==> config.mk <==
export PLATFORM = sky130hd
export DESIGN_NAME = rv64i_subset_decoder_with_labels_unit
export DESIGN_NICKNAME = d
export VERILOG_FILES = /design/src/hw/rtl/rvdec_pkg.sv /design/src/hw/rtl/rv64i_subset_decoder_with_labels_unit.sv
export SDC_FILE = /design/constraint.sdc
export NUM_CORES = 2
export LEC_CHECK = 0
export BUFFER_PORTS_ARGS = -buffer_cell sky130_fd_sc_hd__buf_2
export CORE_MARGIN = 5
export CORE_UTILIZATION = 40
export DETAILED_ROUTE_END_ITERATION = 10
export PLACE_DENSITY = 0.58
export SYNTH_ARGS = -nofsm -noshare
export SYNTH_HDL_FRONTEND = slang
export SYNTH_SLANG_ARGS = --single-unit
export TNS_END_PERCENT = 1
==> constraint.sdc <==
create_clock -name i_clk -period 13.35 [get_ports i_clk]
set_clock_uncertainty 0.15 [all_clocks]
set_input_delay 4.005 -clock i_clk [delete_from_list [all_inputs] [get_ports i_clk]]
set_output_delay 4.005 -clock i_clk [all_outputs]
set_load 0.05 [all_outputs]
==> src/hw/rtl/rvdec_pkg.sv <==
// ----------------------------------------------------------------------------
// rvdec_pkg
// Shared constants and types for the RV64I subset decoder with label table.
// ----------------------------------------------------------------------------
`default_nettype none

package rvdec_pkg;

    localparam int LabelDepth = 64;
    localparam int LineBits   = 16;
    localparam int AddrBits   = (LabelDepth > 1) ? $clog2(LabelDepth) : 1;
    localparam int CntBits    = $clog2(LabelDepth + 1);
    localparam int TgtBits    = 20;
    localparam int LblBits    = 7;

    // format codes
    localparam logic [2:0] FMT_R = 3'd0;
    localparam logic [2:0] FMT_I = 3'd1;
    localparam logic [2:0] FMT_S = 3'd2;
    localparam logic [2:0] FMT_B = 3'd3;
    localparam logic [2:0] FMT_U = 3'd4;
    localparam logic [2:0] FMT_J = 3'd5;

    // opcodes
    localparam logic [6:0] OP_REG  = 7'b0110011;
    localparam logic [6:0] OP_BR   = 7'b1100011;
    localparam logic [6:0] OP_JAL  = 7'b1101111;
    localparam logic [6:0] OP_IMM  = 7'b0010011;
    localparam logic [6:0] OP_LOAD = 7'b0000011;
    localparam logic [6:0] OP_JALR = 7'b1100111;
    localparam logic [6:0] OP_STO  = 7'b0100011;
    localparam logic [6:0] OP_LUI  = 7'b0110111;

    // selected mnemonic codes
    localparam logic [5:0] MN_ADD  = 6'd0;
    localparam logic [5:0] MN_SUB  = 6'd1;
    localparam logic [5:0] MN_SLL  = 6'd2;
    localparam logic [5:0] MN_XOR  = 6'd3;
    localparam logic [5:0] MN_SRL  = 6'd4;
    localparam logic [5:0] MN_SRA  = 6'd5;
    localparam logic [5:0] MN_OR   = 6'd6;
    localparam logic [5:0] MN_AND  = 6'd7;
    localparam logic [5:0] MN_JAL  = 6'd8;
    localparam logic [5:0] MN_SB   = 6'd9;
    localparam logic [5:0] MN_BEQ  = 6'd13;
    localparam logic [5:0] MN_LUI  = 6'd19;
    localparam logic [5:0] MN_ADDI = 6'd20;
    localparam logic [5:0] MN_SLLI = 6'd21;
    localparam logic [5:0] MN_XORI = 6'd22;
    localparam logic [5:0] MN_SRLI = 6'd23;
    localparam logic [5:0] MN_SRAI = 6'd24;
    localparam logic [5:0] MN_ORI  = 6'd25;
    localparam logic [5:0] MN_ANDI = 6'd26;
    localparam logic [5:0] MN_LB   = 6'd27;
    localparam logic [5:0] MN_JALR = 6'd34;

    typedef struct packed {
        logic        ok;
        logic [2:0]  fmt;
        logic [5:0]  mn;
        logic [4:0]  rd;
        logic [4:0]  rs1;
        logic [4:0]  rs2;
        logic [20:0] imm;
    } t_dec;

    // Combinational decode of one instruction word
    function automatic t_dec decode(input logic [31:0] w);
        t_dec       d;
        logic [6:0] op;
        logic [2:0] f3;
        logic [6:0] f7;
        logic [5:0] top6;
        op   = w[6:0];
        f3   = w[14:12];
        f7   = w[31:25];
        top6 = w[31:26];
        d    = '0;
        d.ok = 1'b1;
        case (op)
            OP_REG: begin
                d.fmt = FMT_R;
                if (f7 == 7'd0) begin
                    case (f3)
                        3'd0: d.mn = MN_ADD;
                        3'd1: d.mn = MN_SLL;
                        3'd4: d.mn = MN_XOR;
                        3'd5: d.mn = MN_SRL;
                        3'd6: d.mn = MN_OR;
                        3'd7: d.mn = MN_AND;
                        default: d.ok = 1'b0;
                    endcase
                end else if (f7 == 7'd32 && f3 == 3'd0) begin
                    d.mn = MN_SUB;
                end else if (f7 == 7'd32 && f3 == 3'd5) begin
                    d.mn = MN_SRA;
                end else begin
                    d.ok = 1'b0;
                end
            end
            OP_JAL: begin
                d.fmt = FMT_J;
                d.mn  = MN_JAL;
            end
            OP_LUI: begin
                d.fmt = FMT_U;
                d.mn  = MN_LUI;
            end
            OP_STO: begin
                d.fmt = FMT_S;
                d.ok  = !f3[2];
                d.mn  = MN_SB + {3'd0, f3};
            end
            OP_BR: begin
                d.fmt = FMT_B;
                d.ok  = (f3 != 3'd2) && (f3 != 3'd3);
                d.mn  = f3[2] ? (MN_BEQ + {3'd0, f3} - 6'd2) : (MN_BEQ + {3'd0, f3});
            end
            OP_IMM: begin
                d.fmt = FMT_I;
                case (f3)
                    3'd0: d.mn = MN_ADDI;
                    3'd1: begin
                        d.mn = MN_SLLI;
                        d.ok = (top6 == 6'd0);
                    end
                    3'd4: d.mn = MN_XORI;
                    3'd5: begin
                        d.mn = (top6 == 6'd16) ? MN_SRAI : MN_SRLI;
                        d.ok = (top6 == 6'd0) || (top6 == 6'd16);
                    end
                    3'd6: d.mn = MN_ORI;
                    3'd7: d.mn = MN_ANDI;
                    default: d.ok = 1'b0;
                endcase
            end
            OP_LOAD: begin
                d.fmt = FMT_I;
                d.ok  = (f3 != 3'd7);
                d.mn  = MN_LB + {3'd0, f3};
            end
            OP_JALR: begin
                d.fmt = FMT_I;
                d.mn  = MN_JALR;
                d.ok  = (f3 == 3'd0);
            end
            default: d.ok = 1'b0;
        endcase

        // register fields by format
        d.rd  = (d.fmt == FMT_B || d.fmt == FMT_S) ? 5'd0 : w[11:7];
        d.rs1 = (d.fmt == FMT_U || d.fmt == FMT_J) ? 5'd0 : w[19:15];
        d.rs2 = (d.fmt == FMT_R || d.fmt == FMT_S || d.fmt == FMT_B) ? w[24:20] : 5'd0;

        // immediate by format
        case (d.fmt)
            FMT_I: begin
                if (d.mn == MN_SLLI || d.mn == MN_SRLI || d.mn == MN_SRAI)
                    d.imm = {15'd0, w[25:20]};
                else
                    d.imm = {{9{w[31]}}, w[31:20]};
            end
            FMT_U: d.imm = {1'b0, w[31:12]};
            FMT_S: d.imm = {{9{w[31]}}, w[31:25], w[11:7]};
            FMT_B: d.imm = {{8{w[31]}}, w[31], w[7], w[30:25], w[11:8], 1'b0};
            FMT_J: d.imm = {w[31], w[19:12], w[20], w[30:21], 1'b0};
            default: d.imm = '0;
        endcase

        if (!d.ok)
            d = '0;
        return d;
    endfunction

endpackage

`default_nettype wire

==> src/hw/rtl/rv64i_subset_decoder_with_labels_unit.sv <==
// ----------------------------------------------------------------------------
// rv64i_subset_decoder_with_labels_unit
// Decodes RV64I subset words and numbers branch and jump target lines.
// ----------------------------------------------------------------------------
// Usage:
//   Slave stream (s_axis_*) carries one 32-bit instruction word per transfer.
//   Master stream (m_axis_*) carries one decoded result per input word.
//   Words that are not branches or jal go through ST_DONE: m_axis_tvalid rises
//   in the cycle after the accepting edge, and the next word is taken in ST_IDLE.
//   Branches and jal scan the label memory, one stored target per cycle,
//   through its single synchronous read port, after a priming read; a hit
//   ends the scan early. With N labels stored (at most 64), at most N targets
//   are compared; the result is loaded at the end of ST_SCAN, m_axis_tvalid
//   is set in ST_DONE, and the next word is taken back in ST_IDLE.
//   One word is in flight at a time; a new word is accepted only when the
//   output register is empty or its result is taken in the same cycle.
//   Reset clears the line counter and the label count; the label memory
//   itself is not cleared, entries at or above the count are never compared.
//   When the receiver stalls, the result holds in the output register and
//   the block stops taking input until that result is taken.
// ----------------------------------------------------------------------------
`default_nettype none

module rv64i_subset_decoder_with_labels_unit
    import rvdec_pkg::*;
(
    input  wire logic        i_clk,
    input  wire logic        i_rst_n,
    input  wire logic        s_axis_tvalid,
    output logic             s_axis_tready,
    input  wire logic [31:0] s_axis_tdata,   // [31:0] instr_word
    output logic             m_axis_tvalid,
    input  wire logic        m_axis_tready,
    output logic [95:0]      m_axis_tdata    // ok, format_code, mnemonic_code,
                                             // dest_reg, src1_reg, src2_reg,
                                             // immediate, line_index, has_label,
                                             // label_number, target_line,
                                             // table_full; zero padded
);

    localparam logic [1:0] ST_IDLE = 2'd0;
    localparam logic [1:0] ST_SCAN = 2'd1;
    localparam logic [1:0] ST_DONE = 2'd2;

    logic [1:0]          r_state;
    t_dec                r_dec;
    logic [LineBits-1:0] r_line;
    logic [TgtBits-1:0]  r_tgt;
    logic [CntBits-1:0]  r_cnt;
    logic [CntBits-1:0]  r_idx;       // entry whose data arrives this cycle
    logic                r_rd_vld;
    logic [TgtBits-1:0]  r_mem [LabelDepth];
    logic [TgtBits-1:0]  r_rdata;
    logic                r_out_vld;
    logic [95:0]         r_out;

    t_dec                w_dec;
    logic [LineBits-1:0] w_line;
    logic                w_lbl;
    logic [TgtBits-1:0]  w_tgt;
    logic [20:0]         w_q;
    logic                w_out_free;
    logic                w_hit;
    logic                w_end;
    logic [LblBits-1:0]  w_lnum;
    logic                w_full;
    logic                w_wr;

    assign w_out_free    = !r_out_vld || m_axis_tready;
    assign s_axis_tready = (r_state == ST_IDLE) && w_out_free;

    // decode and target line in the accept cycle
    always_comb begin
        w_dec  = decode(s_axis_tdata);
        w_line = r_line + LineBits'(1);
        w_lbl  = w_dec.ok && (w_dec.fmt == FMT_B || w_dec.fmt == FMT_J);
        // divide by four truncating toward zero
        w_q    = $signed(w_dec.imm) >>> 2;
        if (w_dec.imm[20] && (w_dec.imm[1:0] != 2'd0))
            w_q = w_q + 21'd1;
        w_tgt  = TgtBits'({{(32-LineBits){1'b0}}, w_line} + {{11{w_q[20]}}, w_q});
    end

    // scan compare on registered memory data
    always_comb begin
        w_hit  = (r_state == ST_SCAN) && r_rd_vld && (r_rdata == r_tgt);
        w_end  = (r_state == ST_SCAN) && (w_hit || (r_idx >= r_cnt && !r_rd_vld)
                 || (r_rd_vld && r_idx + CntBits'(1) >= r_cnt && !w_hit));
        w_full = 1'b0;
        w_wr   = 1'b0;
        w_lnum = '0;
        if (w_hit) begin
            w_lnum = LblBits'(r_idx) + LblBits'(1);
        end else if (w_end) begin
            if (r_cnt == CntBits'(LabelDepth)) begin
                w_full = 1'b1;
            end else begin
                w_wr   = 1'b1;
                w_lnum = LblBits'(r_cnt) + LblBits'(1);
            end
        end
    end

    // label memory: one synchronous read, one write
    always_ff @(posedge i_clk) begin
        if (w_wr)
            r_mem[r_cnt[AddrBits-1:0]] <= r_tgt;
        r_rdata <= r_mem[r_idx[AddrBits-1:0] + ((r_rd_vld) ? AddrBits'(1) : AddrBits'(0))];
    end

    // control and output register
    always_ff @(posedge i_clk) begin
        if (!i_rst_n) begin
            r_state   <= ST_IDLE;
            r_line    <= '0;
            r_cnt     <= '0;
            r_idx     <= '0;
            r_rd_vld  <= 1'b0;
            r_out_vld <= 1'b0;
        end else begin
            if (r_out_vld && m_axis_tready)
                r_out_vld <= 1'b0;
            case (r_state)
                ST_IDLE: begin
                    if (s_axis_tvalid && s_axis_tready) begin
                        r_dec <= w_dec;
                        r_tgt <= w_tgt;
                        r_idx <= '0;
                        r_rd_vld <= 1'b0;
                        if (w_dec.ok)
                            r_line <= w_line;
                        r_state <= w_lbl ? ST_SCAN : ST_DONE;
                    end
                end
                ST_SCAN: begin
                    if (w_end) begin
                        if (w_wr)
                            r_cnt <= r_cnt + CntBits'(1);
                        r_out <= {5'd0, w_full, r_tgt, w_lnum, 1'b1, r_line,
                                  r_dec.imm, r_dec.rs2, r_dec.rs1, r_dec.rd,
                                  r_dec.mn, r_dec.fmt, r_dec.ok};
                        r_rd_vld <= 1'b0;
                        r_state  <= ST_DONE;
                    end else begin
                        if (r_rd_vld)
                            r_idx <= r_idx + CntBits'(1);
                        r_rd_vld <= 1'b1;
                    end
                end
                ST_DONE: begin
                    if (w_out_free) begin
                        if (r_dec.fmt != FMT_B && r_dec.fmt != FMT_J || !r_dec.ok)
                            r_out <= {5'd0, 1'b0, {TgtBits{1'b0}}, {LblBits{1'b0}},
                                      1'b0, r_dec.ok ? r_line : {LineBits{1'b0}},
                                      r_dec.imm, r_dec.rs2, r_dec.rs1, r_dec.rd,
                                      r_dec.mn, r_dec.fmt, r_dec.ok};
                        r_out_vld <= 1'b1;
                        r_state   <= ST_IDLE;
                    end
                end
                default: r_state <= ST_IDLE;
            endcase
        end
    end

    assign m_axis_tvalid = r_out_vld;
    assign m_axis_tdata  = r_out;

    // assertions
    a_cnt_range: assert property (@(posedge i_clk) disable iff (!i_rst_n)
        r_cnt <= CntBits'(LabelDepth)) else $error("label count overflow");
    a_no_in_busy: assert property (@(posedge i_clk) disable iff (!i_rst_n)
        (r_state != ST_IDLE) |-> !s_axis_tready) else $error("ready while busy");
    a_cnt_step: assert property (@(posedge i_clk) disable iff (!i_rst_n)
        (r_cnt != $past(r_cnt)) |-> (r_cnt == $past(r_cnt) + CntBits'(1)))
        else $error("label count jumped");

endmodule

`default_nettype wire
Word-level counts from Yosys, hierarchy flattened
Memory sizes are Yosys's and may differ from the RTL's. A register that Yosys moved wholly into a read port is not among the register bits.
Index checks and enable logic that the tools add are counted.
{"block": "totals", "word_cells": 173, "in_bits": 36, "reg_bits": 196, "memories": 1, "mem_bits_rw": 1280, "output_inout_bits": 98}
{"memory": "r_mem", "words": 64, "width": 20, "rd": 1, "rd_ports_with_merged_regs": 1, "wr": 1, "line_no": "rv64i_subset_decoder_with_labels_unit.sv:52", "source": "logic [TgtBits-1:0] r_mem [LabelDepth];"}
{"block": "classes", "n_eq_ne": 40, "bitwise": 1, "reduce_logical": 53, "magnitude_cmp": 2, "mux": 51, "addsub": 10}
{"op": "$mux W96", "count": 3}
{"op": "$pmux W96 S2", "count": 1}
{"op": "$pmux W21 S5", "count": 1}
{"op": "$pmux W9 S8", "count": 1}
{"op": "$mux W46", "count": 1}
{"op": "$mux W7", "count": 5}
{"op": "$pmux W5 S6", "count": 1}
{"op": "$eq A7 B6 Y1 const B", "count": 4}
{"op": "$eq A7 B7 Y1 const B", "count": 4}
{"op": "$eq A6 B5 Y1 const B", "count": 4}
{"op": "$eq A3 B3 Y1 const B", "count": 7}
{"op": "$mux W21", "count": 1}
{"op": "$add A17 B20 Y20", "count": 1}
{"op": "$add A19 B2 Y20 const B", "count": 1}
{"op": "$eq A20 B20 Y1", "count": 1}
{"op": "$mux W20", "count": 1}
{"op": "$mux W1", "count": 17}
{"op": "$add A16 B1 Y16 const B", "count": 1}
{"op": "$mux W16", "count": 1}
{"op": "$logic_and A1 B1 Y1", "count": 15}
{"op": "$mux W5", "count": 3}
{"op": "$pmux W3 S5", "count": 1}
{"op": "$add A7 B1 Y7 const B", "count": 2}
{"op": "$ge A7 B7 Y1", "count": 2}
{"op": "38 further kinds", "count": 78}

Logic depth before layout (Yosys ltp)
{"block": "depth", "word_depth": 18, "ltp_mapped": 29, "depth_no_buf": 28}

Worst setup path before layout
No wires, ideal clock.
{"block": "synth_timing", "kind": "input to register", "startpoint": "in m_axis_tready", "endpoint": "reg r_out[0], in the netlist m_axis_tdata[0], enable pin", "arrival_ns": 8.721, "required_ns": 12.629, "stages": 3, "slack_ns": 3.908, "setup_ns": 0.571, "path_buffers": 0, "cell_sequence": "nand2b_1 nand3_1 a21oi_1"}
{"block": "synth_via", "elab_chain_cells": 3}
{"item": "from (decl)", "line_no": "rv64i_subset_decoder_with_labels_unit.sv:33", "source": "input wire logic m_axis_tready,"}
{"item": "$logic_or A1 B1 Y1", "line_no": "rv64i_subset_decoder_with_labels_unit.sv:69", "source": "assign w_out_free = !r_out_vld || m_axis_tready;"}
{"item": "$ne A2 B2 Y1 (no source line)"}
{"item": "$reduce_and A5 Y1 (no source line)"}
{"item": "to (signal assigned)", "line_no": "rv64i_subset_decoder_with_labels_unit.sv:139", "source": "r_out <= {5'd0, w_full, r_tgt, w_lnum, 1'b1, r_line,"}
{"item": "to (signal assigned)", "line_no": "rv64i_subset_decoder_with_labels_unit.sv:153", "source": "r_out <= {5'd0, 1'b0, {TgtBits{1'b0}}, {LblBits{1'b0}},"}
{"item": "to (decl)", "line_no": "rv64i_subset_decoder_with_labels_unit.sv:55", "source": "logic [95:0] r_out;"}
No other way between the ends.
A chain may end at the register's enable or synchronous reset.

Worst setup path after layout
{"block": "layout_timing", "startpoint": "in s_axis_tdata[12]", "endpoint": "reg r_tgt[18] (data pin)"}
{"block": "layout_via", "elab_chain_cells": 15, "elab_cells_between_ends": 44, "cone_classes": "6 x add/sub; 11 x eq/ne; 17 x mux; 10 x reduce/logical"}
{"item": "from (decl)", "line_no": "rv64i_subset_decoder_with_labels_unit.sv:31", "source": "input wire logic [31:0] s_axis_tdata,"}
{"item": "parallel branches: the longest is 11 deep, another holds $sub A6 B2 Y6"}
{"item": "$mux W46 (*)", "line_no": "rvdec_pkg.sv:170", "source": "if (!d.ok)"}
{"item": "$add A19 B2 Y20 or $logic_and A1 B1 Y1 (tied branches)", "line_no": "rv64i_subset_decoder_with_labels_unit.sv:80, rv64i_subset_decoder_with_labels_unit.sv:79"}
{"item": "$mux W20 (*)", "line_no": "rv64i_subset_decoder_with_labels_unit.sv:79", "source": "if (w_dec.imm[20] && (w_dec.imm[1:0] != 2'd0))"}
{"item": "$add A17 B20 Y20 (*)", "line_no": "rv64i_subset_decoder_with_labels_unit.sv:81", "source": "w_tgt = TgtBits'({{(32-LineBits){1'b0}}, w_line} + {{11{w_q[20]}}, w_q});"}
{"item": "named net w_tgt[18]", "line_no": "rv64i_subset_decoder_with_labels_unit.sv:60", "source": "logic [TgtBits-1:0] w_tgt;"}
{"item": "to (signal assigned)", "line_no": "rv64i_subset_decoder_with_labels_unit.sv:127", "source": "r_tgt <= w_tgt;"}
{"item": "to (decl)", "line_no": "rv64i_subset_decoder_with_labels_unit.sv:48", "source": "logic [TgtBits-1:0] r_tgt;"}
Mark *: on every way through the listed nets, which the timed path passes.

==> report_table.html <==
<table>
<tr><th>Metric</th><th>Value</th></tr>
<tr><th colspan="2">Timing</th></tr>
<tr><td>Count of endpoints failing hold in the final timing report</td><td>0</td></tr>
<tr><td>Period minus WS final</td><td>10.04 ns</td></tr>
<tr><td>Final clock period utilization by the worst path</td><td>roughly three quarters</td></tr>
<tr><td>RSZ-0062 raised after global routing</td><td>no</td></tr>
<tr><td>Worst Max-Slew Pin Slew</td><td>around 1.2 ns</td></tr>
<tr><td>Setup TNS</td><td>0 ns</td></tr>
<tr><td>Final Max Slew Viols</td><td>0</td></tr>
<tr><td>Worst-case headroom to the max-slew limit</td><td>roughly a fifth</td></tr>
<tr><td>Highest clock rate</td><td>roughly 100 MHz</td></tr>
<tr><td>Count of final setup violators</td><td>0</td></tr>
<tr><th colspan="2">GRT</th></tr>
<tr><td>First-pass GRT wire length</td><td>approximately 220 mm</td></tr>
<tr><td>Number of global-route vias before repair</td><td>between 30,000 and 40,000</td></tr>
<tr><td>All-layer global routing usage</td><td>between 10% and 20%</td></tr>
<tr><td>Overall overflow remaining after global route</td><td>0</td></tr>
<tr><td>Pin count of the biggest net entering global routing</td><td>111</td></tr>
<tr><td>Number of antenna violations at the first check in global routing</td><td>9</td></tr>
<tr><th colspan="2">Yosys</th></tr>
<tr><td>Synth Flop Type</td><td>edfxtp_1</td></tr>
<tr><td>Share of synthesized flip-flops with an asynchronous set or reset</td><td>0%</td></tr>
<tr><td>Ys Warns</td><td>0</td></tr>
<tr><td>Cells after Synth</td><td>2,856</td></tr>
<tr><td>Post-synthesis cell type count</td><td>85</td></tr>
<tr><td>Sequential share of the synthesized area</td><td>about three quarters</td></tr>
<tr><td>Netlist area before placement</td><td>a little under 0.06 sq mm</td></tr>
<tr><td>Synthesis-stage register bit count</td><td>between 1,000 and 1,500</td></tr>
<tr><td>Mean instance size in the synthesized netlist</td><td>between 20 and 25 sq um</td></tr>
<tr><td>Number of synthesized flops with an enable pin</td><td>around 1,400</td></tr>
<tr><th colspan="2">Detailed routing</th></tr>
<tr><td>Via count normalized by instance count</td><td>roughly 5.7</td></tr>
<tr><td>1st-iter DRT viols</td><td>3,242</td></tr>
<tr><td>Count of nets left with antenna violations after detail routing</td><td>0</td></tr>
<tr><td>Iteration count of the initial detailed-routing pass</td><td>5</td></tr>
<tr><td>Routed wire length</td><td>~150 mm</td></tr>
<tr><td>Routed WL per cell</td><td>approximately 29 um</td></tr>
<tr><td>Via count of the routed design</td><td>about 30,000</td></tr>
<tr><td>Final routed DRC violation total</td><td>0</td></tr>
<tr><th colspan="2">Placement</th></tr>
<tr><td>Port-buffer cells</td><td>128</td></tr>
<tr><td>Placed cells</td><td>4,852</td></tr>
<tr><td>Area after detailed placement</td><td>around 0.063 sq mm</td></tr>
<tr><td>Dpl hpwl</td><td>~86 mm</td></tr>
<tr><td>Placer Congestion</td><td>between 0.8 and 0.9</td></tr>
<tr><th colspan="2">Floorplan</th></tr>
<tr><td>Number of ports placed on the die boundary</td><td>between 100 and 150</td></tr>
<tr><td>Die footprint</td><td>roughly 0.16 sq mm</td></tr>
<tr><td>Die Y</td><td>395 um</td></tr>
<tr><td>Width of the die</td><td>approximately 400 um</td></tr>
<tr><td>Initial Util</td><td>between 40% and 50%</td></tr>
<tr><td>Core region area</td><td>roughly 0.15 sq mm</td></tr>
<tr><td>Row cnt</td><td>141</td></tr>
<tr><th colspan="2">Hold path</th></tr>
<tr><td>Hold-critical path depth</td><td>0</td></tr>
<tr><td>Worst min-delay path category</td><td>register to register</td></tr>
<tr><th colspan="2">Flow run</th></tr>
<tr><td>Max Cap Viol</td><td>0</td></tr>
<tr><th colspan="2">Worst setup path</th></tr>
<tr><td>Arrival time reported for the critical path endpoint</td><td>about 10 ns</td></tr>
<tr><td>Worst r2r path cells</td><td>10</td></tr>
<tr><td>Worst R2R Setup Slack</td><td>a little over 8 ns</td></tr>
<tr><td>Delay of the slowest cell on the worst path</td><td>0.57 ns</td></tr>
<tr><td>Sort of element at the start of the critical path</td><td>primary input</td></tr>
<tr><td>Slowest cell on crit path</td><td>a21oi_2</td></tr>
<tr><td>Kind of capture point of the worst setup path</td><td>register</td></tr>
<tr><td>Highest net fanout along the worst path</td><td>13</td></tr>
<tr><td>Kind of cell with the highest combined delay on the critical path</td><td>compound AO/OA/AOI/OAI gates</td></tr>
<tr><td>Category of the critical setup timing path</td><td>primary input to register</td></tr>
<tr><td>Data required time at the worst endpoint</td><td>between 10 and 15 ns</td></tr>
<tr><td>Buffers plus inverters on the worst setup path</td><td>3</td></tr>
<tr><td>Number of cells on the critical path</td><td>27</td></tr>
<tr><th colspan="2">Finish</th></tr>
<tr><td>Final Instance Count excl. Fillers</td><td>about 5,100</td></tr>
<tr><td>Fraction of layout instances using a drive strength above 1</td><td>roughly 29%</td></tr>
<tr><td>Most common cell after layout, fill and taps aside</td><td>edfxtp_1</td></tr>
<tr><td>Area growth from synthesis to layout</td><td>14.1%</td></tr>
<tr><td>Cell area after layout</td><td>~0.068 sq mm</td></tr>
<tr><td>Most used cells in the layout excluding fill and tap cells</td><td>edfxtp_1 (1,437), mux4_2 (420), clkbuf_16 (155)</td></tr>
<tr><td>Number of nets in the finished design</td><td>roughly 3,200</td></tr>
<tr><th colspan="2">Clocking</th></tr>
<tr><td>Total of hold buffers inserted after clock tree synthesis</td><td>0</td></tr>
<tr><td>Clock root cell</td><td>clkbuf_16</td></tr>
<tr><td>CTS Buffer Depth</td><td>3</td></tr>
<tr><td>Number of clock sinks</td><td>~1,500</td></tr>
<tr><td>TritonCTS Buffers</td><td>151</td></tr>
<tr><td>Clock latency reported for the late side of the worst-skew pair</td><td>about 0.80 ns</td></tr>
<tr><td>CTS clk-pin slew, worst paths</td><td>~0.06 ns</td></tr>
<tr><td>Number of gates given a new drive strength after cts</td><td>0</td></tr>
<tr><td>Clock tree from TritonCTS</td><td>done</td></tr>
<tr><td>Number of buffers inserted to repair setup after CTS</td><td>0</td></tr>
<tr><td>H-tree levels</td><td>4</td></tr>
<tr><th colspan="2">Status</th></tr>
<tr><td>Result of the run</td><td>finished clean</td></tr>
<tr><th colspan="2">Power and ir drop</th></tr>
<tr><td>Worst ir drop on vdd</td><td>between 0.0001 and 0.00015 V</td></tr>
<tr><td>Total power divided by cell area</td><td>between 100 and 150 mW/mm^2</td></tr>
<tr><td>Leakage power</td><td>around 0.021 uW</td></tr>
</table>
## metrics by stage
stage	utilization (%)	setup WS [ns]	hold WS, ns	power, uW
floorplan	-	3.91	0.250	5370
global placement	42.6	2.69	0.262	5440
detailed placement	42.6	2.61	0.255	5450
CTS	45.9	3.40	0.270	9570
global route	45.9	2.80	0.276	9770
finish	45.9	3.31	0.266	9490
## metal layers
layer	vias to the layer above	GRT usage [%]	share of wire, %
li1	12249	-	-
met1	15514	25.4	41
met2	1146	32.0	50
met3	238	3.52	6.5
met4	0	6.10	3.0
met5	-	0	0
## kinds of logic after synthesis
| family | share of synthesized area [%] |
|---|---|
| adder cells (fa/ha/maj) | 1.08 |
| buffers and inverters | 1.17 |
| flip-flops | 74.4 |
| XOR/XNOR | 1.47 |
| multiplexers | 16.0 |
| AND/OR/NAND/NOR | 3.78 |
| AO/OA/AOI/OAI | 2.01 |
| other | 0.00631 |
## worst paths after layout
path / from / endpoint
setup reg to reg: r_tgt[0] / r_mem[14][17]
hold reg to reg: r_dec[24] / m_axis_tdata[23]
setup / recovery: s_axis_tdata[12] / r_tgt[18]
hold / removal: r_dec[24] / m_axis_tdata[23]
## cells in the mapped netlist, types with 5 or more instances
cell type,number,area [sq um]
a21o_1,9,67.6
edfxtp_1,1437,43200
inv_1,31,116
o21ai_0,20,100
and3_1,16,100
mux4_2,420,9460
ha_1,48,601
a22oi_1,11,82.6
nor4_1,7,43.8
xor2_1,44,385
dfxtp_1,54,1080
nor2b_1,22,138
a31oi_1,9,56.3
buf_4,7,52.6
buf_1,18,67.6
nand4b_1,5,43.8
buf_2,12,60.1
nor2_1,156,586
a211oi_1,8,60.1
nand2_1,71,267
nand2b_1,15,93.8
clkbuf_1,100,375
nand3_1,45,225
xnor2_1,54,473
a21oi_1,43,215
and2_1,38,238
nand4_1,10,62.6
nand3b_1,7,52.6
nor3_1,23,115
o31ai_1,5,37.5
o21a_1,14,105
or3_1,8,50.1
## flip-flops by register name, indices dropped and copies added (netlist names)
register	cells
r_rd_vld	1
r_idx	7
r_line	16
r_mem	1280
r_tgt	20
m_axis_tvalid	1
r_cnt	7
r_state	2
m_axis_tdata	91
r_rdata	20
r_dec	46
## power by group
group	internal, uW	switching (uW)
Sequential	5140	12.7
Clock	2380	1760
Combinational	32.0	164
Total	7550	1940
## layout make-up
type	count	area (sq um)
inverter	34	128
fill	12139	79900
clock buffer	195	4070
clock inverter	80	790
sequential	1491	44200
multi-input combinational	1197	14900
antenna	4	10.0
tap	1930	2410
timing repair buffer	201	1230
Note: power is estimated with default switching activity, not from simulation.
